**src/bov_pkg.sv**
```systemverilog
// Package for the block orientation vote unit: register codes, reset values,
// widths and the structs passed between the raster, accumulator and pick stages.
// No dependencies.
package bov_pkg;

  // Grid and field sizes.
  localparam int unsigned BinCount       = 8;
  localparam int unsigned BinW           = 3;
  localparam int unsigned MaxTileSide    = 64;
  localparam int unsigned MaxTilesAcross = 64;
  localparam int unsigned MaxTilesDown   = 64;
  localparam int unsigned MaxImageSide   = 4096;
  localparam int unsigned ColW           = 6;
  localparam int unsigned RowW           = 6;
  localparam int unsigned TileIdxW       = 7;
  localparam int unsigned OffsetW        = 6;
  localparam int unsigned PosW           = 12;
  localparam int unsigned SizeW          = 13;
  localparam int unsigned SmallW         = 7;
  localparam int unsigned VoteW          = 14;
  localparam int unsigned MagW           = 8;
  localparam int unsigned CfgIdxW        = 3;
  localparam int unsigned CfgDataW       = 13;

  // Configuration register indexes.
  typedef enum logic [CfgIdxW-1:0] {
    CFG_IMAGE_WIDTH  = 3'd0,
    CFG_IMAGE_HEIGHT = 3'd1,
    CFG_TILE_SIDE    = 3'd2,
    CFG_TILES_ACROSS = 3'd3,
    CFG_TILES_DOWN   = 3'd4
  } cfg_reg_e;

  // Register values after reset.
  localparam logic [SizeW-1:0]  ResetImageWidth  = 13'd640;
  localparam logic [SizeW-1:0]  ResetImageHeight = 13'd480;
  localparam logic [SmallW-1:0] ResetTileSide    = 7'd16;
  localparam logic [SmallW-1:0] ResetTilesAcross = 7'd40;
  localparam logic [SmallW-1:0] ResetTilesDown   = 7'd30;

  // One pixel command from the raster tracker to the accumulator.
  typedef struct packed {
    logic              valid;
    logic              emit;
    logic [ColW-1:0]   col;
    logic [RowW-1:0]   row;
    logic [BinW-1:0]   bin;
    logic [MagW-1:0]   mag;
  } pix_cmd_t;

  // One accumulator entry: eight vote counts and eight peaks.
  typedef struct packed {
    logic [BinCount-1:0][VoteW-1:0] votes;
    logic [BinCount-1:0][MagW-1:0]  peaks;
  } acc_entry_t;

  // A finished tile handed to the pick stage.
  typedef struct packed {
    logic            valid;
    logic [ColW-1:0] col;
    logic [RowW-1:0] row;
    acc_entry_t      acc;
  } tile_res_t;

endpackage

```
**src/bov_raster.sv**
```systemverilog
// Raster position tracker and configuration registers for the vote unit.
// Depends on bov_pkg; gives one pixel command per accepted in-grid item.
module bov_raster (
  input  logic                          clk_i,
  input  logic                          rst_ni,
  input  logic                          cfg_we_i,
  input  logic [bov_pkg::CfgIdxW-1:0]   cfg_index_i,
  input  logic [bov_pkg::CfgDataW-1:0]  cfg_data_i,
  input  logic                          accept_i,
  input  logic [7:0]                    direction_code_i,
  input  logic [bov_pkg::MagW-1:0]      magnitude_i,
  output bov_pkg::pix_cmd_t             cmd_o,
  output logic                          restart_o
);

  logic [bov_pkg::SizeW-1:0]    width_q, height_q;
  logic [bov_pkg::SmallW-1:0]   side_q, across_q, down_q;
  logic [bov_pkg::PosW-1:0]     px_q, px_d, py_q, py_d;
  logic [bov_pkg::OffsetW-1:0]  ox_q, ox_d, oy_q, oy_d;
  logic [bov_pkg::TileIdxW-1:0] tx_q, tx_d, ty_q, ty_d;
  logic [bov_pkg::SmallW-1:0]   ox_inc, oy_inc;
  logic                         last_col, last_row, in_grid, end_x, end_y;

  // Clamp a wide size register into 1..MaxImageSide.
  function automatic logic [bov_pkg::SizeW-1:0] clamp_size(
    input logic [bov_pkg::SizeW-1:0] v
  );
    logic [bov_pkg::SizeW-1:0] r;
    r = v;
    if (v == '0) r = bov_pkg::SizeW'(1);
    else if (v > bov_pkg::SizeW'(bov_pkg::MaxImageSide)) r = bov_pkg::SizeW'(bov_pkg::MaxImageSide);
    return r;
  endfunction

  // Clamp a tile-count or tile-side register into 1..64.
  function automatic logic [bov_pkg::SmallW-1:0] clamp_small(
    input logic [bov_pkg::SmallW-1:0] v
  );
    logic [bov_pkg::SmallW-1:0] r;
    r = v;
    if (v == '0) r = bov_pkg::SmallW'(1);
    else if (v > bov_pkg::SmallW'(bov_pkg::MaxTileSide)) r = bov_pkg::SmallW'(bov_pkg::MaxTileSide);
    return r;
  endfunction

  // Any write to a known register restarts the frame.
  always_comb begin
    restart_o = 1'b0;
    if (cfg_we_i) begin
      case (cfg_index_i)
        bov_pkg::CFG_IMAGE_WIDTH,
        bov_pkg::CFG_IMAGE_HEIGHT,
        bov_pkg::CFG_TILE_SIDE,
        bov_pkg::CFG_TILES_ACROSS,
        bov_pkg::CFG_TILES_DOWN: restart_o = 1'b1;
        default:                 restart_o = 1'b0;
      endcase
    end
  end

  // Configuration registers hold the clamped values.
  always_ff @(posedge clk_i or negedge rst_ni) begin
    if (!rst_ni) begin
      width_q  <= bov_pkg::ResetImageWidth;
      height_q <= bov_pkg::ResetImageHeight;
      side_q   <= bov_pkg::ResetTileSide;
      across_q <= bov_pkg::ResetTilesAcross;
      down_q   <= bov_pkg::ResetTilesDown;
    end else if (cfg_we_i) begin
      case (cfg_index_i)
        bov_pkg::CFG_IMAGE_WIDTH:  width_q  <= clamp_size(cfg_data_i);
        bov_pkg::CFG_IMAGE_HEIGHT: height_q <= clamp_size(cfg_data_i);
        bov_pkg::CFG_TILE_SIDE:    side_q   <= clamp_small(cfg_data_i[bov_pkg::SmallW-1:0]);
        bov_pkg::CFG_TILES_ACROSS: across_q <= clamp_small(cfg_data_i[bov_pkg::SmallW-1:0]);
        bov_pkg::CFG_TILES_DOWN:   down_q   <= clamp_small(cfg_data_i[bov_pkg::SmallW-1:0]);
        default: ;
      endcase
    end
  end

  // Edge and tile-end flags for the current pixel.
  always_comb begin
    last_col = ({1'b0, px_q} + bov_pkg::SizeW'(1)) >= width_q;
    last_row = ({1'b0, py_q} + bov_pkg::SizeW'(1)) >= height_q;
    in_grid  = (tx_q < across_q) && (ty_q < down_q);
    ox_inc   = {1'b0, ox_q} + bov_pkg::SmallW'(1);
    oy_inc   = {1'b0, oy_q} + bov_pkg::SmallW'(1);
    end_x    = (ox_inc == side_q) || last_col;
    end_y    = (oy_inc == side_q) || last_row;
  end

  // Command for the accumulator, built from the position before the update.
  always_comb begin
    cmd_o.valid = accept_i && in_grid;
    cmd_o.emit  = end_x && end_y;
    cmd_o.col   = tx_q[bov_pkg::ColW-1:0];
    cmd_o.row   = ty_q[bov_pkg::RowW-1:0];
    cmd_o.bin   = direction_code_i[bov_pkg::BinW-1:0];
    cmd_o.mag   = magnitude_i;
  end

  // Next raster position; tile indices stop at the grid size.
  always_comb begin
    px_d = px_q;
    py_d = py_q;
    ox_d = ox_q;
    oy_d = oy_q;
    tx_d = tx_q;
    ty_d = ty_q;
    if (last_col) begin
      px_d = '0;
      ox_d = '0;
      tx_d = '0;
      if (last_row) begin
        py_d = '0;
        oy_d = '0;
        ty_d = '0;
      end else begin
        py_d = py_q + bov_pkg::PosW'(1);
        if (oy_inc >= side_q) begin
          oy_d = '0;
          if (ty_q < down_q) ty_d = ty_q + bov_pkg::TileIdxW'(1);
        end else begin
          oy_d = oy_inc[bov_pkg::OffsetW-1:0];
        end
      end
    end else begin
      px_d = px_q + bov_pkg::PosW'(1);
      if (ox_inc >= side_q) begin
        ox_d = '0;
        if (tx_q < across_q) tx_d = tx_q + bov_pkg::TileIdxW'(1);
      end else begin
        ox_d = ox_inc[bov_pkg::OffsetW-1:0];
      end
    end
  end

  // Position registers.
  always_ff @(posedge clk_i or negedge rst_ni) begin
    if (!rst_ni) begin
      px_q <= '0;
      py_q <= '0;
      ox_q <= '0;
      oy_q <= '0;
      tx_q <= '0;
      ty_q <= '0;
    end else if (restart_o) begin
      px_q <= '0;
      py_q <= '0;
      ox_q <= '0;
      oy_q <= '0;
      tx_q <= '0;
      ty_q <= '0;
    end else if (accept_i) begin
      px_q <= px_d;
      py_q <= py_d;
      ox_q <= ox_d;
      oy_q <= oy_d;
      tx_q <= tx_d;
      ty_q <= ty_d;
    end
  end

endmodule

```
**config.mk**
```make
export PLATFORM = sky130hd
export DESIGN_NAME = bov_raster
export DESIGN_NICKNAME = d
export VERILOG_FILES = /design/src/bov_pkg.sv /design/src/bov_raster.sv
export SDC_FILE = /design/constraint.sdc
export NUM_CORES = 1
export LEC_CHECK = 0
export BUFFER_PORTS_ARGS = -buffer_cell sky130_fd_sc_hd__buf_2
export CORE_MARGIN = 4
export CORE_UTILIZATION = 60
export CTS_CLUSTER_SIZE = 25
export DETAILED_ROUTE_END_ITERATION = 16
export PLACE_DENSITY = 0.88
export SLEW_MARGIN = 20
export SYNTH_ARGS = -nofsm -noshare
export SYNTH_HDL_FRONTEND = slang
export SYNTH_SLANG_ARGS = --single-unit
```
**constraint.sdc**
```tcl
create_clock -name clk_i -period 4.45 [get_ports clk_i]
set_input_delay 0.445 -clock clk_i [delete_from_list [all_inputs] [get_ports clk_i]]
set_output_delay 0.445 -clock clk_i [all_outputs]
set_load 0.05 [all_outputs]
```
Word-level counts from Yosys, hierarchy flattened --
Index checks and enable logic that the tools add are counted.
Operators by class: reductions and logical operators 23, multiplexer cells 33, $add $sub $neg 8, order comparisons 8, equality and inequality tests 6
Operators with widths (number):
- 7-bit two-way mux | 13
- 12-bit two-way mux | 7
- 6-bit two-way mux | 9
- 12-bit by 1-bit adder with 13-bit output (second input constant) | 2
- 13-bit >= comparator | 2
- 13-bit two-way mux | 2
- 12-bit by 1-bit adder with 12-bit output (second input constant) | 2
- 6-bit by 1-bit adder with 7-bit output (second input constant) | 2
- 7-bit by 1-bit adder with 7-bit output (second input constant) | 2
- 7-bit equality test | 2
- 7-bit >= comparator | 2
- 7-bit < comparator | 2
- 13-bit > comparator (second input constant) | 1
- 13-bit logical NOT | 1
- 2-bit AND reduction | 6
- 3-bit nonzero test | 4
- 7-bit > comparator (second input constant) | 1
- 7-bit logical NOT | 1
- 3-bit by 2-bit equality test with 1-bit output (second input constant) | 2
- 5-bit OR reduction | 1
- 4-bit AND reduction | 1
- 2-bit nonzero test | 2
- 3-bit by 1-bit equality test with 1-bit output (second input constant) | 1
- 3-bit equality test (second input constant) | 1
- other kinds (5) | 9
Word-level totals: input bits 36, register bits after elaboration 97, logic and storage cells 89, output and inout bits 26

Longest topological paths before layout --
word-level depth 7, mapped depth 13, depth with buffers taken out 12

Least setup slack after synthesis --
No wires, ideal clock.
kind register to output, start reg py_q[2] (netlist name), end out cmd_o[23] (netlist name), data required time 4.005 ns, data arrival time 2.777 ns, setup slack 1.228 ns, buffers on the path 0, stages on the path, launching flop included 12, path through dfrtp_1 -> and3_1 -> nand3_2 -> nor3_1 -> nand3_1 -> xnor2_1 -> ha_1 -> and4_1 -> o31a_1 -> a211oi_1 -> o21ai_0 -> o21a_1
RTL lines:
- from (decl) | RTL line bov_raster.sv:18 | logic [bov_pkg::PosW-1:0] px_q, px_d, py_q, py_d;
- from (signal assigned) | RTL line bov_raster.sv:156 | py_q <= py_d;
- to (decl) | RTL line bov_raster.sv:12 | output bov_pkg::pix_cmd_t cmd_o,

==> impl_results.md <==
- Iteration count of the initial detailed-routing pass: 6
- Floorplan core area: approximately 10000 um2
- Flip-flop and latch count after synthesis: 97
- Number of endpoints with negative hold slack in the final report: 0
- Maximum level of the CTS H-tree: 3
- Crit Path Class: reg2out
- Detailed-placement wirelength estimate: 10.6 mm
- Clock transition time at the flip-flop clock pins of the worst setup and hold paths: around 0.10 ns
- Setup slack after layout: 0.317 ns
- Root buffer selected by CTS: sky130_fd_sc_hd__clkbuf_8
- Slowest library cell on the worst path: sky130_fd_sc_hd__dfrtp_1
- Kind of start point of the critical path: flip-flop
- Area delta synth->final: 4.64%
- Final WL: around 14 mm
- Total number of placement rows: 36
- Worst-Skew Late Latency: 0.38 ns
- Buffers plus inverters on the worst setup path: 1
- Number of vias after detailed routing: about 5,000
- Die Footprint: around 12,000 um2
- Overall overflow remaining after global route: 0
- Largest net degree at the start of global routing: 62
- Vias per cell: around 6
- Final TNS setup: 0 ns
- Predominant post-synthesis flop cell: sky130_fd_sc_hd__dfrtp_1
- Final slew viol count: 0
- Sink count of the clock tree: 97
- First-iteration detailed-routing DRC count: between 300 and 400
- Highest cell delay on the worst timing path: about 0.50 ns
- Type of the most critical hold path: in2async
- Port Buffers: 34
- Net count, final: about 800
- Antenna fix cells: 0
- Post-synthesis instance total: between 600 and 700
- Power after layout: about 0.0028 W
- Number of buffers inserted during clock tree synthesis: 9
- Run status: finished, final reports clean
- Slew at the pin closest to its max-slew limit: roughly 0.79 ns
- GR Util All Layers: 0.249
- Most numerous cell in the Yosys netlist: sky130_fd_sc_hd__nand2_1
- Global-route wire length before repair: 23.5 mm
- RSZ-0062 raised after global routing: false
- Worst max-slew margin expressed relative to the limit: 0.471
- Synth top area share: 0.337
- Ratio of cells with drive above 1 in the final layout: 0.132
- Fin crit share: 0.929
- Final worst clock skew: 0.00787 ns
- Area post-placement: 6320 um2
- Average detailed-routed wire length per instance: 16.9 um
- EDFF count, synth: 0
- Initial antenna violation count: 0
- Family of cells with the greatest summed delay on the critical path: compound AO/OA/AOI/OAI gates
- Maximum VDD drop: ~400 uV
- Fraction of the yosys area taken by sequential cells: 0.392
- Nets in the synthesized netlist: 781
- Netlist cell types: 60
- CP Data Arrival Time: approximately 3.7 ns
- DP Worst Slack: roughly 0.59 ns
- Die outline height: ~110 um
- Gp weighted congestion: between 0.8 and 0.9
- CP required: 4.01 ns
- Endpoint type of the worst setup path: primary output
- Maxcap violations: 0
- IO Count: 62
- Share of synthesized flip-flops with an asynchronous set or reset: 1.00
- Via count of the first global-routing pass: between 5,000 and 6,000
- ANT nets after route: 0
- Final non-filler cell area: between 6000 and 7000 um2
- Count of warnings emitted by yosys: 0
- Post-Synthesis Mean Instance Area: ~9.1 um2
- Crit path max fanout: 8
- Cell area after technology mapping: 6230 um2
- Clock period minus final worst setup slack: 4.13 ns
- Overall die width: approximately 110 um
- Clock tree buffer depth: 2
- Most frequent cells after synthesis: sky130_fd_sc_hd__nand2_1 (94), sky130_fd_sc_hd__dfrtp_1 (84), sky130_fd_sc_hd__o21ai_0 (64)
- Clock tree from TritonCTS: built
- Library cell occupying the most area in the post-synthesis netlist: sky130_fd_sc_hd__dfrtp_1
- Setup violators final: 0
- Leakage power total: a little over 3 nW
- Largest cells by area after synthesis: sky130_fd_sc_hd__dfrtp_1 (34%), sky130_fd_sc_hd__ha_1 (12%), sky130_fd_sc_hd__nand2_1 (5.7%)
- Drc violations: 0
- Reg2Reg Setup Slack: approximately 0.63 ns
- Cell-by-cell trace of the critical path: ha_1 -> nand4_1 -> or2_2 -> xnor2_1 -> ha_1 -> o21ai_0 -> nor2_1 -> o31a_1 -> a211oi_1 -> o21ai_0 -> o21a_1 -> buf_2
- Pwr/cell area: around 420 nW/um2
- Peak clock frequency supported by timing: approximately 0.24 GHz
- Initial standard-cell utilization of the core: 0.626
-- final cells by class --
| class | instances | area (um2) |
|---|---|---|
| multi-input cells | 497 | 3340 |
| well taps | 133 | 166 |
| fillers | 766 | 3430 |
| flip-flops and latches | 97 | 2440 |
| clock inverters | 6 | 66.3 |
| clock buffers | 10 | 128 |
| repair buffers | 36 | 188 |
| inverters | 50 | 188 |
-- state kept, by name, indices dropped and copies added (netlist names) --
name / count
across_q: 7
down_q: 7
height_q: 13
ox_q: 6
oy_q: 6
px_q: 12
py_q: 12
side_q: 7
tx_q: 7
ty_q: 7
width_q: 13
-- through the flow --
stage	utilization	hold slack, ns	std cells
2_1_floorplan	-	0.149	685
3_3_place_gp	0.635	0.465	813
3_5_place_dp	0.635	0.471	813
4_1_cts	0.654	0.160	829
5_1_grt	0.655	0.193	829
6_report	0.655	0.148	829
-- kinds of logic (layout without fill, tap and decap cells) --
| logic type | count (synthesis) | count (layout) | share of synthesized area |
|---|---|---|---|
| adder cells (fa/ha/maj) | 60 | 60 | 0.120 |
| XOR/XNOR | 28 | 28 | 0.0394 |
| flip-flops | 97 | 97 | 0.392 |
| AO/OA/AOI/OAI | 157 | 157 | 0.166 |
| buffers and inverters | 91 | 102 | 0.0729 |
| multiplexers | 12 | 12 | 0.0211 |
| AND/OR/NAND/NOR | 240 | 240 | 0.188 |
-- routing by layer --
| layer | global-route usage | wire [um] | part of all wire |
|---|---|---|---|
| met4 | 0.0971 | 335 | 0.024 |
| met5 | 0 | 0 | 0 |
| met2 | 0.424 | 7080 | 0.50 |
| met1 | 0.306 | 5910 | 0.42 |
| met3 | 0.0558 | 707 | 0.050 |
-- cells in the final DEF (no fill, tap or decap), types with 4 or more instances in the layout --
master,count
sky130_fd_sc_hd__nor2_1,22
sky130_fd_sc_hd__nor4_1,5
sky130_fd_sc_hd__a22o_1,8
sky130_fd_sc_hd__clkbuf_8,9
sky130_fd_sc_hd__ha_1,60
sky130_fd_sc_hd__nand2b_1,20
sky130_fd_sc_hd__a211oi_1,4
sky130_fd_sc_hd__nand3_1,38
sky130_fd_sc_hd__dfstp_2,13
sky130_fd_sc_hd__nor2b_1,6
sky130_fd_sc_hd__xnor2_1,17
sky130_fd_sc_hd__o21ai_1,5
sky130_fd_sc_hd__a31oi_1,5
sky130_fd_sc_hd__buf_2,33
sky130_fd_sc_hd__a21o_1,8
sky130_fd_sc_hd__o21ai_0,64
sky130_fd_sc_hd__dfrtp_1,84
sky130_fd_sc_hd__mux2_2,9
sky130_fd_sc_hd__o21a_1,5
sky130_fd_sc_hd__and3_1,6
sky130_fd_sc_hd__nand4_1,11
sky130_fd_sc_hd__nand2_1,94
sky130_fd_sc_hd__a32o_1,9
sky130_fd_sc_hd__nor3_1,16
sky130_fd_sc_hd__a21oi_1,20
sky130_fd_sc_hd__xor2_1,11
sky130_fd_sc_hd__inv_1,50
-- where the power goes --
group | switching [W] | internal, W | total [W]
combinational | 0.000655 | 0.000363 | 0.00102
sequential | 0.000135 | 0.00102 | 0.00116
clock | 0.000320 | 0.000261 | 0.000581
-- final timing paths --
check                               from           to  depth (start not counted)
min in group clk_i         cfg_data_i[7]   width_q[7]                          3
max                              py_q[0]    cmd_o[23]                         12
min                               rst_ni      py_q[9]                          1
max in group asynchronous         rst_ni  across_q[5]                          2
min reg2reg                    down_q[1]    down_q[1]                          2
max reg2reg                      py_q[2]      py_q[7]                         12
-- timing repair --
item / in CTS / in global routing
buffers inserted: 0 / 0
resized for setup: 0 / 1
endpoints found under the setup margin: 0 / 1
hold buffers: 0 / 0
Power figures use the tool's default switching activity.
