--- config.mk ---
export PLATFORM = sky130hd
export DESIGN_NAME = bov_vote_pick
export DESIGN_NICKNAME = d
export VERILOG_FILES = /design/src/bov_pkg.sv /design/src/bov_vote_pick.sv
export SDC_FILE = /design/constraint.sdc
export NUM_CORES = 1
export LEC_CHECK = 0
export ABC_AREA = 0
export BUFFER_PORTS_ARGS = -buffer_cell sky130_fd_sc_hd__buf_2
export CAP_MARGIN = 10
export CORE_ASPECT_RATIO = 1.25
export CORE_MARGIN = 2
export CORE_UTILIZATION = 45
export DETAILED_ROUTE_END_ITERATION = 7
export PLACE_DENSITY_LB_ADDON = 0.15
export RECOVER_POWER = 100
export SETUP_SLACK_MARGIN = 0.5
export SYNTH_ARGS = -nofsm -noshare
export SYNTH_HDL_FRONTEND = slang
export SYNTH_SLANG_ARGS = --single-unit
--- constraint.sdc ---
create_clock -name clk_i -period 22.4 [get_ports clk_i]
set_input_delay 4.48 -clock clk_i [delete_from_list [all_inputs] [get_ports clk_i]]
set_output_delay 4.48 -clock clk_i [all_outputs]
set_load 0.1 [all_outputs]
--- src/bov_pkg.sv ---
// Package for the block orientation vote unit: register codes, reset values,
// widths and the structs passed between the raster, accumulator and pick stages.
// No dependencies.
package bov_pkg;

  // Grid and field sizes.
  localparam int unsigned BinCount       = 8;
  localparam int unsigned BinW           = 3;
  localparam int unsigned MaxTileSide    = 64;
  localparam int unsigned MaxTilesAcross = 64;
  localparam int unsigned MaxTilesDown   = 64;
  localparam int unsigned MaxImageSide   = 4096;
  localparam int unsigned ColW           = 6;
  localparam int unsigned RowW           = 6;
  localparam int unsigned TileIdxW       = 7;
  localparam int unsigned OffsetW        = 6;
  localparam int unsigned PosW           = 12;
  localparam int unsigned SizeW          = 13;
  localparam int unsigned SmallW         = 7;
  localparam int unsigned VoteW          = 14;
  localparam int unsigned MagW           = 8;
  localparam int unsigned CfgIdxW        = 3;
  localparam int unsigned CfgDataW       = 13;

  // Configuration register indexes.
  typedef enum logic [CfgIdxW-1:0] {
    CFG_IMAGE_WIDTH  = 3'd0,
    CFG_IMAGE_HEIGHT = 3'd1,
    CFG_TILE_SIDE    = 3'd2,
    CFG_TILES_ACROSS = 3'd3,
    CFG_TILES_DOWN   = 3'd4
  } cfg_reg_e;

  // Register values after reset.
  localparam logic [SizeW-1:0]  ResetImageWidth  = 13'd640;
  localparam logic [SizeW-1:0]  ResetImageHeight = 13'd480;
  localparam logic [SmallW-1:0] ResetTileSide    = 7'd16;
  localparam logic [SmallW-1:0] ResetTilesAcross = 7'd40;
  localparam logic [SmallW-1:0] ResetTilesDown   = 7'd30;

  // One pixel command from the raster tracker to the accumulator.
  typedef struct packed {
    logic              valid;
    logic              emit;
    logic [ColW-1:0]   col;
    logic [RowW-1:0]   row;
    logic [BinW-1:0]   bin;
    logic [MagW-1:0]   mag;
  } pix_cmd_t;

  // One accumulator entry: eight vote counts and eight peaks.
  typedef struct packed {
    logic [BinCount-1:0][VoteW-1:0] votes;
    logic [BinCount-1:0][MagW-1:0]  peaks;
  } acc_entry_t;

  // A finished tile handed to the pick stage.
  typedef struct packed {
    logic            valid;
    logic [ColW-1:0] col;
    logic [RowW-1:0] row;
    acc_entry_t      acc;
  } tile_res_t;

endpackage

--- src/bov_vote_pick.sv ---
// Best-bin selection and the output register of the vote unit.
// Depends on bov_pkg; takes finished tiles from the accumulator.
module bov_vote_pick (
  input  logic                      clk_i,
  input  logic                      rst_ni,
  input  bov_pkg::tile_res_t        res_i,
  input  logic                      out_stall_i,
  output logic                      stall_o,
  output logic                      out_valid_o,
  output logic [bov_pkg::ColW-1:0]  tile_column_o,
  output logic [bov_pkg::RowW-1:0]  tile_row_o,
  output logic [bov_pkg::BinW-1:0]  best_bin_o,
  output logic [7:0]                vote_total_o,
  output logic [bov_pkg::MagW-1:0]  peak_strength_o
);

  bov_pkg::tile_res_t       s2_q;
  logic                     s2_valid_q, out_valid_q, out_load;
  logic [bov_pkg::BinW-1:0] best;
  logic [bov_pkg::VoteW-1:0] most;
  logic [7:0]               total_sat;
  logic [bov_pkg::ColW-1:0] col_q;
  logic [bov_pkg::RowW-1:0] row_q;
  logic [bov_pkg::BinW-1:0] best_q;
  logic [7:0]               total_q;
  logic [bov_pkg::MagW-1:0] peak_q;

  // The pipeline holds only while a tile here waits behind a stalled output.
  assign stall_o  = s2_valid_q && out_valid_q && out_stall_i;
  assign out_load = !out_valid_q || !out_stall_i;

  // Stage two register for a finished tile.
  always_ff @(posedge clk_i or negedge rst_ni) begin
    if (!rst_ni) begin
      s2_valid_q <= 1'b0;
    end else if (!stall_o) begin
      s2_valid_q <= res_i.valid;
    end
  end

  always_ff @(posedge clk_i) begin
    if (res_i.valid && !stall_o) s2_q <= res_i;
  end

  // Highest count wins; a strict compare keeps the lowest index on ties.
  always_comb begin
    best = '0;
    most = '0;
    for (int d = 0; d < bov_pkg::BinCount; d++) begin
      if (s2_q.acc.votes[d] > most) begin
        most = s2_q.acc.votes[d];
        best = bov_pkg::BinW'(d);
      end
    end
    total_sat = (most > bov_pkg::VoteW'(255)) ? 8'd255 : most[7:0];
  end

  // Output register.
  always_ff @(posedge clk_i or negedge rst_ni) begin
    if (!rst_ni) begin
      out_valid_q <= 1'b0;
    end else if (out_load) begin
      out_valid_q <= s2_valid_q;
    end
  end

  always_ff @(posedge clk_i) begin
    if (out_load && s2_valid_q) begin
      col_q   <= s2_q.col;
      row_q   <= s2_q.row;
      best_q  <= best;
      total_q <= total_sat;
      peak_q  <= s2_q.acc.peaks[best];
    end
  end

  assign out_valid_o     = out_valid_q;
  assign tile_column_o   = col_q;
  assign tile_row_o      = row_q;
  assign best_bin_o      = best_q;
  assign vote_total_o    = total_q;
  assign peak_strength_o = peak_q;

endmodule

Word level (Yosys, flattened, before mapping) --
Index checks and enable logic that the tools add are counted.
Operators by class: divide/modulo/power cells 0, bitwise operators 0, multipliers 0, muxes and demuxes 17, shift-type cells 0, $add $sub $neg 0, equal/unequal tests 0, magnitude comparators 10, reductions and logical operators 8
Operator list (count):
- two-way mux 14 bit | 8
- greater-than comparator 14 bit | 7
- binary-select mux 8 bit (select 3 bit) | 1
- two-way mux 3 bit | 6
- greater-than comparator 14 x 1 -> 1 bit, second input constant | 1
- greater-than comparator 14 x 8 -> 1 bit, second input constant | 1
- two-way mux 8 bit | 1
- logical AND 1 bit | 4
- < comparator 3 x 4 -> 1 bit, second input constant | 1
- zero test 1 bit | 3
- logical OR 1 bit | 1
- two-way mux 1 bit | 1
Word-level totals: memories 0, bits in registers 221, output and inout port bits 33, latch bits 0, memory bits (writable) 0, ROM bits 0

Logic depth before layout (Yosys ltp) --
Gate-level depths: netlist of the first run.
depth after elaboration 18, gate-level depth with buffers 93, mapped depth without buffers 79

Least setup slack after synthesis of the first run --
Ideal clock, no wire load.
kind register -> register, from register s2_q[91] (netlist name), to register peak_q (netlist bit peak_strength_o[6]) (data pin), stages on the path, launching flop included 89, arrival time 16318 ps, buffers on the path 14, path slack 5923 ps, path through edfxtp_1 ha_1 nand2_1 nor4_4 o31ai_2 a21oi_4 clkbuf_1 clkbuf_1 nor2_1 a21oi_1 ha_1 nand4_1 o21bai_1 o21ba_2 a211o_1 nand2_2 buf_1 buf_1 [... 53 more ...] a2111oi_2 a211oi_4 mux2_2 ha_1 nor2b_1 o21a_1 o21ai_0 nand2b_1 a21oi_1 nor2b_1 o21ai_0 o211ai_1 nand2_1 clkbuf_1 clkbuf_1 o211ai_1 a21o_1 a22oi_1
On the way: cells in the longest elaborated chain, start to end 16, elaborated cells between the ends (all ways) 22, classes of those cells order compare: 7; mux: 15
RTL lines:
- from (decl) | line bov_vote_pick.sv:17 | bov_pkg::tile_res_t s2_q;
- from (signal assigned) | line bov_vote_pick.sv:42 | if (res_i.valid && !stall_o) s2_q <= res_i;
- greater-than comparator 14 bit | line bov_vote_pick.sv:50 | if (s2_q.acc.votes[d] > most) begin
- two-way mux 14 bit | line bov_vote_pick.sv:50
- greater-than comparator 14 bit | line bov_vote_pick.sv:50
- two-way mux 14 bit | line bov_vote_pick.sv:50
- greater-than comparator 14 bit | line bov_vote_pick.sv:50
- two-way mux 14 bit | line bov_vote_pick.sv:50
- greater-than comparator 14 bit | line bov_vote_pick.sv:50
- two-way mux 14 bit | line bov_vote_pick.sv:50
- greater-than comparator 14 bit | line bov_vote_pick.sv:50
- two-way mux 14 bit | line bov_vote_pick.sv:50
- greater-than comparator 14 bit | line bov_vote_pick.sv:50
- two-way mux 14 bit | line bov_vote_pick.sv:50
- greater-than comparator 14 bit | line bov_vote_pick.sv:50
- two-way mux 3 bit * | line bov_vote_pick.sv:50
- binary-select mux 8 bit (select 3 bit) * | line bov_vote_pick.sv:73 | peak_q <= s2_q.acc.peaks[best];
- two-way mux 8 bit (implied by the code) * | line bov_vote_pick.sv:73
- to (signal assigned) | line bov_vote_pick.sv:73
- to (decl) | line bov_vote_pick.sv:26 | logic [bov_pkg::MagW-1:0] peak_q;
Every way passes the cells marked *; elsewhere a longest branch is shown, timed or not. The select of a mux whose other input is x is not followed. A chain may end at the register's enable or synchronous reset.

Worst setup path in the final report of the first run --
from register s2_q[91] (netlist name), to register peak_q (netlist bit peak_strength_o[7]) (data pin)
Same word-level chain as after synthesis.

==> results.sh, run 1 <==
export IMPL_via_per_inst=5.466
export IMPL_nets=1434
export IMPL_startpoint_type="flop"
export IMPL_cts_path_max_buffers=3
export IMPL_cts_resized=0
export IMPL_r2r_start="s2_q[91]"
export IMPL_synthCells=928
export IMPL_routabilityCongestion=0.8718
export IMPL_ios=225
export IMPL_postLayoutCoreUtil=0.5444
export IMPL_dr_max_layer_used="met5"
export IMPL_drc=0
export IMPL_grt_pass1_wl_microns=43880
export IMPL_crit_type="flop to flop"
export IMPL_crit_required_ns=22.63
export IMPL_drt_wl_total_microns=28310
export IMPL_wl_met1_microns=11470
export IMPL_reg2reg_slack_ns=2.98
export IMPL_p_leak_nw=5.586
export IMPL_outcome="finished, violations left"
export IMPL_synth_edff_count=219
export IMPL_grt_remaining_overflow=0
export IMPL_powerDensity_mw_per_mm2=127.2
export IMPL_dieArea_sq_mm=0.02701
export IMPL_pre_cts_ws_ns=4.059
export IMPL_max_slew_margin=-2.228
export IMPL_slowest_delay_ns=1.02
export IMPL_layout_setup_ws_ns=2.978
export IMPL_wl_met3_microns=1659
export IMPL_initial_core_util=0.4574
export IMPL_crit_fanout=44
export IMPL_critPathSlowestCell="nand2_1"
export IMPL_antenna_found_initial=6
export IMPL_n_fill_cell=2215
export IMPL_post_cts_buffers=0
export IMPL_ir_worst_vdd_uv=71.91
export IMPL_async_flop_share=0.009050
export IMPL_routedWlPerCell_microns=18.72
export IMPL_dp_hpwl_microns=21500
export IMPL_period_share=0.8670
export IMPL_core_sq_mm=0.02529
export IMPL_port_buffers=224
export IMPL_cts_root_buf="clkbuf_16"
export IMPL_cts_sinks=221
export IMPL_grt_pass1_vias=8510
export IMPL_firstDrtPassIters=4
export IMPL_worstHoldEndpoint="tile_row_o[5]"
export IMPL_drive_above_1_share=0.2295
export IMPL_track_usage=0.2069
export IMPL_hp_start="s2_q[181]"
export IMPL_netlist_area_sq_mm=0.01157
export IMPL_rows=65
export IMPL_reg2reg_depth=74
export IMPL_die_h_microns=183.3
export IMPL_timing_fmax_mhz=51.49
export IMPL_rsz0062_at_grt="no"
export IMPL_vias=8264
export IMPL_drtIter0Drc=375
export IMPL_violations="capacitance limit, slew limit"
export IMPL_yosysSeqAreaShare=0.5728
export IMPL_regToRegEndpoint="peak_strength_o[7]"
export IMPL_syn_avg_cell_area_sq_um=12.47
export IMPL_worst_pin_slew_ns=4.799
export IMPL_setup_tns_ns=0
export IMPL_grt_max_degree=84
export IMPL_ys_types=83
export IMPL_min_path_cells=0
export IMPL_cts_hold_buf=0
export IMPL_maxCapViolations=4
export IMPL_cts_buffers=23
export IMPL_yosys_area_top_type="edfxtp_1"
export IMPL_setup_viol=0
export IMPL_yosysWarningCount=0
export IMPL_synth_top_area_share=0.5685
export IMPL_die_x_microns=147.4
export IMPL_insertion_delay_ns=0.53
export IMPL_cts_tree="built"
export IMPL_hold_path_class="flop to flop"
export IMPL_skew_ns=0.008849
export IMPL_drtAntennaViolNets=0
export IMPL_finalWorstPathRequiredPeriod_ns=19.42
export IMPL_yosysMostFrequentCell="edfxtp_1"
export IMPL_clk_pin_slew_ns=0.06
export IMPL_end_kind="flop"
export IMPL_arrival_ns=19.65
export IMPL_ys_ff_latch=221
export IMPL_holdWs_ns=0.4203
export IMPL_yosys_top_cells_area="edfxtp_1 57%, ha_1 9.4%, inv_1 2.7%, a21oi_1 2.5%, mux2_2 2.3%"
export IMPL_synthFlopType="edfxtp_1"
export IMPL_path_buf_inv=5
export IMPL_report_final_slew_viol_count=225
export IMPL_synth_common_cells="219 x edfxtp_1, 87 x ha_1, 82 x inv_1"
export IMPL_wl_met2_microns=14130
export IMPL_finalHoldViolCount=0
export IMPL_critPathTopFamily="compound AO/OA/AOI/OAI gates"
export IMPL_area_delta_synth_final_pct=19.02
export IMPL_syn_nets=1207
export IMPL_finalPower_mw=1.752
export IMPL_cts_htree_levels=1
==> state kept, by name, indices dropped and copies added (netlist names) <==
signal and count:
s2_valid_q 1, tile_column_o 6, vote_total_o 8, s2_q 188
peak_strength_o 8, tile_row_o 6, out_valid_o 1, best_bin_o 3
==> per-layer routing <==
layer / global-route usage / vias to the layer above
met5: 0 / -
met4: 0.08846 / 2
met3: 0.04627 / 68
met2: 0.3594 / 255
met1: 0.2477 / 3922
li1: - / 4017
==> per-stage QoR <==
| stage | cell area [sq um] | cells |
|---|---|---|
| 2_1_floorplan | 11570 | 928 |
| 3_3_place_gp | 13060 | 1465 |
| 3_5_place_dp | 13060 | 1465 |
| 4_1_cts | 13860 | 1507 |
| 5_1_grt | 13770 | 1511 |
| 6_report | 13770 | 1512 |
==> area by class of cell <==
type,count,area [sq um],area share
diodes,5,12.51,0.0009087
clock buffers,23,575.6,0.04180
clock inverters,19,225.2,0.01636
inverters,82,307.8,0.02235
multi-input cells,597,4503,0.3270
flip-flops and latches,221,6626,0.4812
well taps,335,419.2,0.03044
repair buffers,230,1100,0.07987
==> logic make-up after synthesis <==
kind of cell / synth area share
muxes: 0.04824
and+or+nand+nor: 0.09420
adders and majority gates: 0.09582
buffers and inverters: 0.03677
AOI/OAI and AO/OA: 0.1477
xor gates and xnor gates: 0.004435
DFF: 0.5728
==> placed cells by master, fill, tap and decap left out, types with 4 or more instances in the layout <==
master,count
nor3_1,5
a221oi_1,8
buf_4,4
inv_1,82
clkinv_2,8
o211ai_1,21
or4_1,6
a31oi_1,9
mux2_2,23
a21oi_1,58
o21ai_0,50
ha_1,87
and4_1,5
edfxtp_1,219
a22oi_1,8
nand3_1,7
a211o_1,5
nand4_1,14
a21o_1,22
mux2i_1,22
buf_2,177
clkbuf_16,23
a211oi_1,5
nand3b_1,8
bufinv_16,4
o21a_1,4
a221o_1,8
mux2_1,4
clkbuf_1,49
nand2b_1,8
and3_1,11
nor2_1,61
nor2b_1,8
diode_2,5
nand2_1,57
==> power by group <==
| group | internal, mW | switching, mW |
|---|---|---|
| clock | 0.237 | 0.164 |
| combinational | 0.304 | 0.514 |
| sequential | 0.513 | 0.0190 |
| total | 1.05 | 0.698 |
==> worst max path at each step <==
stage                     startpoint            endpoint  cells past startpoint
after floorplan             s2_q[91]  peak_strength_o[6]                     88
after global routing        s2_q[91]  peak_strength_o[7]                     74
after CTS                   s2_q[91]  peak_strength_o[7]                     74
final                       s2_q[91]  peak_strength_o[7]                     74
after global placement      s2_q[91]  peak_strength_o[0]                     74
after detailed placement    s2_q[91]  peak_strength_o[0]                     74
Note: power is estimated with default switching activity, not from simulation.
==> inputs of run 2 (changes only) <==
- PLACE_DENSITY: not set -> 0.67
- PLACE_DENSITY_LB_ADDON: 0.15 -> not set
==> run 2 against run 1 <==
  * The flow still finishes with violations (capacitance limit, slew limit)
  * Non-clock buffer count fell by 3
  * Register-to-register slack better by 0.04 ns
  * Die area is the same
  * Design area is 1.0% lower
  * Sequential share of layout area rose by 0.50 points
  * Core utilization shrank 0.56 points
  * Worst setup slack better by 0.042 ns
  * Sequential power about the same
  * Critical endpoint is now peak_strength_o[1]
  * Highest routed layer is now met4
==> results.sh, run 2 (synthesis gave the netlist of run 1 again) <==
export IMPL_cts_hold_buf=0
export IMPL_powerDensity_mw_per_mm2=124.7
export IMPL_r2r_start="s2_q[91]"
export IMPL_routedWlPerCell_microns=18.57
export IMPL_nets=1431
export IMPL_cts_resized=0
export IMPL_drtIter0Drc=530
export IMPL_setup_tns_ns=0
export IMPL_post_cts_buffers=0
export IMPL_via_per_inst=5.482
export IMPL_rsz0062_at_grt="no"
export IMPL_postLayoutCoreUtil=0.5388
export IMPL_cts_path_max_buffers=3
export IMPL_timing_fmax_mhz=51.60
export IMPL_arrival_ns=19.62
export IMPL_critPathSlowestCell="nor2_1"
export IMPL_largest_register_ffs=188
export IMPL_regMostFlops="s2_q"
export IMPL_worstHoldEndpoint="tile_row_o[0]"
export IMPL_drive_above_1_share=0.2153
export IMPL_rows=65
export IMPL_die_x_microns=147.4
export IMPL_die_h_microns=183.3
export IMPL_wl_met1_microns=11360
export IMPL_diodes=0
export IMPL_reg2reg_slack_ns=3.02
export IMPL_hold_path_class="flop to flop"
export IMPL_drc=0
export IMPL_report_final_slew_viol_count=247
export IMPL_drtAntennaViolNets=0
export IMPL_min_path_cells=0
export IMPL_setup_viol=0
export IMPL_regToRegEndpoint="peak_strength_o[1]"
export IMPL_insertion_delay_ns=0.53
export IMPL_ios=225
export IMPL_place_area_sq_mm=0.01304
export IMPL_vias=8229
export IMPL_port_buffers=224
export IMPL_grt_pass1_vias=8229
export IMPL_maxCapViolations=5
export IMPL_initial_core_util=0.4574
export IMPL_final_common_cell="edfxtp_1"
export IMPL_p_leak_nw=5.492
export IMPL_skew_ns=0.02264
export IMPL_grt_max_degree=77
export IMPL_holdWs_ns=0.4179
export IMPL_reg2reg_depth=71
export IMPL_wl_met2_microns=14080
export IMPL_finalPower_mw=1.699
export IMPL_startpoint_type="flop"
export IMPL_final_cell_area_sq_mm=0.01363
export IMPL_antenna_found_initial=0
export IMPL_finalHoldViolCount=0
export IMPL_firstDrtPassIters=5
export IMPL_track_usage=0.2024
export IMPL_violations="capacitance limit, slew limit"
export IMPL_cts_root_buf="clkbuf_16"
export IMPL_ir_worst_vdd_uv=87.59
export IMPL_crit_type="flop to flop"
export IMPL_finalWorstPathRequiredPeriod_ns=19.38
export IMPL_core_sq_mm=0.02529
export IMPL_worst_pin_slew_ns=4.634
export IMPL_grt_remaining_overflow=0
export IMPL_max_slew_margin=-2.117
export IMPL_grt_pass1_wl_microns=42840
export IMPL_dr_max_layer_used="met4"
export IMPL_drt_wl_total_microns=27880
export IMPL_routabilityCongestion=0.9124
export IMPL_slowest_delay_ns=1.27
export IMPL_end_kind="flop"
export IMPL_dp_hpwl_microns=21200
export IMPL_clk_pin_slew_ns=0.06
export IMPL_outcome="finished, violations left"
export IMPL_hp_start="s2_q[176]"
export IMPL_cts_buffers=23
export IMPL_crit_fanout=44
export IMPL_n_fill_cell=2210
export IMPL_final_cell_mix="219 x edfxtp_1, 172 x buf_2, 87 x ha_1"
export IMPL_cts_tree="built"
export IMPL_wl_met3_microns=1572
export IMPL_dieArea_sq_mm=0.02701
export IMPL_crit_required_ns=22.64
export IMPL_cts_htree_levels=1
export IMPL_cts_sinks=221
export IMPL_area_delta_synth_final_pct=17.79
export IMPL_period_share=0.8652
==> run 2: changes by cell type in the layout (fill, tap and decap cells not counted), moves of 2 or more <==
cell | previous run | this run
bufinv_16 | 4 | 1
clkinv_1 | 1 | 3
clkinv_2 | 8 | 3
mux2_2 | 23 | 20
buf_4 | 4 | 1
clkbuf_1 | 49 | 59
clkinv_4 | 2 | 0
mux2_1 | 4 | 7
diode_2 | 5 | 0
buf_2 | 177 | 172
==> run 2: where the power goes <==
group / switching [mW] / total [mW] / leakage, nW / internal, mW
Combinational: 0.510 / 0.809 / 3.06 / 0.299
Clock: 0.156 / 0.356 / 0.330 / 0.201
Sequential: 0.0206 / 0.534 / 2.10 / 0.513
Total: 0.686 / 1.70 / 5.49 / 1.01
==> run 2: through the flow <==
step | setup WS, ns | cells
floorplan | 5.923 | 928
global placement | 4.552 | 1462
detailed placement | 4.134 | 1462
CTS | 4.083 | 1501
global route | 1.149 | 1501
finish | 3.020 | 1501
==> run 2: final cells by class <==
cell class	instances	area, sq um	area share
inverters	82	307.8	0.02259
repair buffers	227	1071	0.07860
clock buffers	28	594.3	0.04361
flip-flops and latches	221	6626	0.4863
clock inverters	11	98.84	0.007254
well taps	335	419.2	0.03076
multi-input cells	597	4509	0.3309
==> run 2: worst max path at each step <==
| stage | from | endpoint | slack [ns] | depth (start not counted) |
|---|---|---|---|---|
| 6_report | s2_q[91] | peak_strength_o[1] | 3.02 | 71 |
| 2_1_floorplan | s2_q[91] | peak_strength_o[6] | 5.92 | 88 |
| 3_5_place_dp | s2_q[91] | peak_strength_o[1] | 4.13 | 72 |
| 3_3_place_gp | s2_q[91] | peak_strength_o[1] | 4.55 | 73 |
| 4_1_cts | s2_q[91] | peak_strength_o[1] | 4.08 | 72 |
| 5_1_grt | s2_q[91] | vote_total_o[7] | 1.15 | 71 |
==> run 2: routing by layer <==
layer / vias up / track usage
li1: 4003 / -
met5: - / 0
met2: 277 / 0.3583
met3: 56 / 0.03458
met1: 3893 / 0.2507
met4: 0 / 0.06923
==> run 2: critical path, delay by kind of cell, from the launching register on <==
kind            cells  cell delay [ns]
mux                 5             1.82
fa+ha+maj           8             2.16
compound gates     24             6.12
buf+inv             5             0.76
flops               1             0.39
simple gates       29             7.78
==> inputs of run 3 (changes only) <==
- ABC_AREA: 0 -> 1
==> run 3 against run 2 <==
  * The flow still finishes with violations (capacitance limit, slew limit)
  * Cell count increased by 17%
  * Synthesized cell count increased by 26%
  * Worst hold slack improved by 0.0048 ns
  * Routed wire length decreased by 6.1%
  * Maximum frequency increased by 15%
  * Largest power group unchanged
  * Highest routed layer is now met5
==> results.sh, run 3 <==
export IMPL_regToRegEndpoint="peak_strength_o[2]"
export IMPL_die_h_microns=184.0
export IMPL_reg2reg_depth=71
export IMPL_syn_avg_cell_area_sq_um=9.953
export IMPL_drtAntennaViolNets=0
export IMPL_report_final_slew_viol_count=261
export IMPL_synth_top_family_by_area="simple AND/OR/NAND/NOR gates"
export IMPL_synthAdderAreaFrac=0.09332
export IMPL_max_slew_margin=-2.163
export IMPL_final_cell_mix="291 x nand2_1, 219 x edfxtp_1, 189 x inv_1"
export IMPL_netlist_area_sq_mm=0.01166
export IMPL_drtIter0Drc=518
export IMPL_grt_max_degree=114
export IMPL_grt_pass1_wl_microns=40740
export IMPL_regMostFlops="s2_q"
export IMPL_synth_common_cells="288 x nand2_1, 219 x edfxtp_1, 190 x inv_1"
export IMPL_critPathSlowestCell="clkbuf_1"
export IMPL_cts_buffers=24
export IMPL_grt_pass1_vias=8224
export IMPL_port_buffers=224
export IMPL_worstHoldEndpoint="tile_column_o[4]"
export IMPL_slowest_delay_ns=1.25
export IMPL_grt_remaining_overflow=0
export IMPL_synthCells=1172
export IMPL_routabilityCongestion=0.8605
export IMPL_yosys_area_top_type="edfxtp_1"
export IMPL_setup_viol=0
export IMPL_rows=65
export IMPL_track_usage=0.1891
export IMPL_min_path_cells=0
export IMPL_final_cell_area_sq_mm=0.01372
export IMPL_vias=8556
export IMPL_cts_resized=0
export IMPL_crit_type="flop to flop"
export IMPL_area_delta_synth_final_pct=17.59
export IMPL_reg2reg_slack_ns=5.59
export IMPL_setup_tns_ns=0
export IMPL_yosysSeqAreaShare=0.5681
export IMPL_async_flop_share=0.009050
export IMPL_dp_hpwl_microns=20080
export IMPL_p_leak_nw=6.236
export IMPL_routedWlPerCell_microns=14.93
export IMPL_nets=1676
export IMPL_finalPower_mw=2.261
export IMPL_outcome="finished, violations left"
export IMPL_r2r_start="s2_q[91]"
export IMPL_initial_core_util=0.4597
export IMPL_antenna_found_initial=7
export IMPL_skew_ns=0.01600
export IMPL_insertion_delay_ns=0.53
export IMPL_violations="capacitance limit, slew limit"
export IMPL_startpoint_type="flop"
export IMPL_largest_register_ffs=188
export IMPL_post_cts_buffers=0
export IMPL_ys_ff_latch=221
export IMPL_end_kind="flop"
export IMPL_clk_pin_slew_ns=0.07
export IMPL_final_common_cell="nand2_1"
export IMPL_period_share=0.7504
export IMPL_cts_hold_buf=0
export IMPL_synthXorXnorAreaFrac=0
export IMPL_hp_start="s2_q[186]"
export IMPL_core_sq_mm=0.02537
export IMPL_rsz0062_at_grt="no"
export IMPL_yosysWarningCount=0
export IMPL_ir_worst_vdd_uv=92.81
export IMPL_finalHoldViolCount=0
export IMPL_drt_wl_total_microns=26190
export IMPL_synth_top_area_share=0.5638
export IMPL_cts_htree_levels=1
export IMPL_syn_nets=1451
export IMPL_worst_pin_slew_ns=4.718
export IMPL_hold_path_class="flop to flop"
export IMPL_maxCapViolations=4
export IMPL_cts_sinks=221
export IMPL_dieArea_sq_mm=0.02723
export IMPL_place_area_sq_mm=0.01308
export IMPL_firstDrtPassIters=5
export IMPL_crit_required_ns=22.79
export IMPL_arrival_ns=17.20
export IMPL_synth_edff_count=219
export IMPL_powerDensity_mw_per_mm2=164.8
export IMPL_ios=225
export IMPL_timing_fmax_mhz=59.49
export IMPL_cts_path_max_buffers=3
export IMPL_yosysMostFrequentCell="nand2_1"
export IMPL_finalWorstPathRequiredPeriod_ns=16.81
export IMPL_via_per_inst=4.878
export IMPL_ys_types=41
export IMPL_die_x_microns=148.0
export IMPL_synthFlopType="edfxtp_1"
export IMPL_cts_tree="built"
export IMPL_synth_mux_area_fraction=0
export IMPL_cts_root_buf="clkbuf_16"
export IMPL_cpMostUsedCell="nand2_1"
export IMPL_drc=0
export IMPL_yosys_top_cells_area="edfxtp_1 56%, ha_1 9.3%, nand2_1 9.3%, inv_1 6.1%, nand3_1 5.6%"
export IMPL_crit_fanout=37
export IMPL_synth_compound_gate_area_share=0.06564
export IMPL_yosys_area_share_simple=0.1974
export IMPL_drive_above_1_share=0.1739
run 3: cell types whose count changed in the layout (fill, tap and decap cells not counted), sizes merged, moves of 14 or more:
| cell | previous run | this run |
|---|---|---|
| buf | 173 | 159 |
| nand3 | 7 | 138 |
| o21ai | 54 | 83 |
| mux2 | 29 | 0 |
| nand2 | 57 | 301 |
| a21o | 22 | 3 |
| a21oi | 60 | 30 |
| nor2 | 61 | 40 |
| mux2i | 22 | 0 |
| inv | 83 | 195 |
| o211ai | 21 | 1 |
run 3: layout make-up:
class	count	area, sq um
fillers	2369	11660
diodes	4	10.01
inverters	194	729.5
multi-input cells	730	4118
clock buffers	25	604.3
flip-flops and latches	221	6626
clock inverters	19	162.7
repair buffers	226	1047
well taps	335	419.2
run 3: worst max-delay path, delay by kind of cell, from the launching register on:
family,cells,cell delay (ns)
AND/OR/NAND/NOR,38,6.44
AO/OA/AOI/OAI,18,4.93
buffers and inverters,8,2.66
adder cells (fa/ha/maj),7,2.17
flip-flops,1,0.39
run 3: logic make-up (layout without fill, tap and decap cells):
group,Yosys count,after routing
adders and majority gates,87,87
DFF,221,221
other,0,4
AOI/OAI and AO/OA,135,135
and+or+nand+nor,508,508
buffers and inverters,221,464
run 3: per-layer routing:
layer  part of all wire  routed length, microns  track usage
met5             0.0015                      38            0
met4              0.032                     843      0.07010
met3              0.059                    1548      0.03474
met2               0.50                   13000       0.3315
met1               0.41                   10760       0.2326
run 3: worst max-delay path by stage:
| stage | startpoint | to | slack [ns] | depth (start not counted) |
|---|---|---|---|---|
| floorplan | s2_q[91] | peak_strength_o[0] | 10.82 | 83 |
| global placement | s2_q[82] | peak_strength_o[7] | 9.16 | 73 |
| detailed placement | s2_q[91] | peak_strength_o[7] | 8.74 | 73 |
| CTS | s2_q[91] | peak_strength_o[7] | 8.73 | 73 |
| global route | s2_q[91] | peak_strength_o[5] | 3.58 | 71 |
| finish | s2_q[91] | peak_strength_o[2] | 5.59 | 71 |
run 3: where the power goes:
group	total (mW)	internal (mW)	leakage, nW	switching [mW]
registers	0.551	0.533	2.11	0.0176
logic	1.33	0.397	3.77	0.931
clock network	0.382	0.212	0.355	0.170
total	2.26	1.14	6.24	1.12
run 3: metrics by stage:
step,util,hold WS (ns),cells,setup WS [ns]
2_1_floorplan,-,0.4003,1172,10.82
3_3_place_gp,0.5156,0.4008,1706,9.158
3_5_place_dp,0.5156,0.4127,1706,8.743
4_1_cts,0.5458,0.4282,1750,8.732
5_1_grt,0.5405,0.4375,1753,3.581
6_report,0.5406,0.4227,1754,5.590
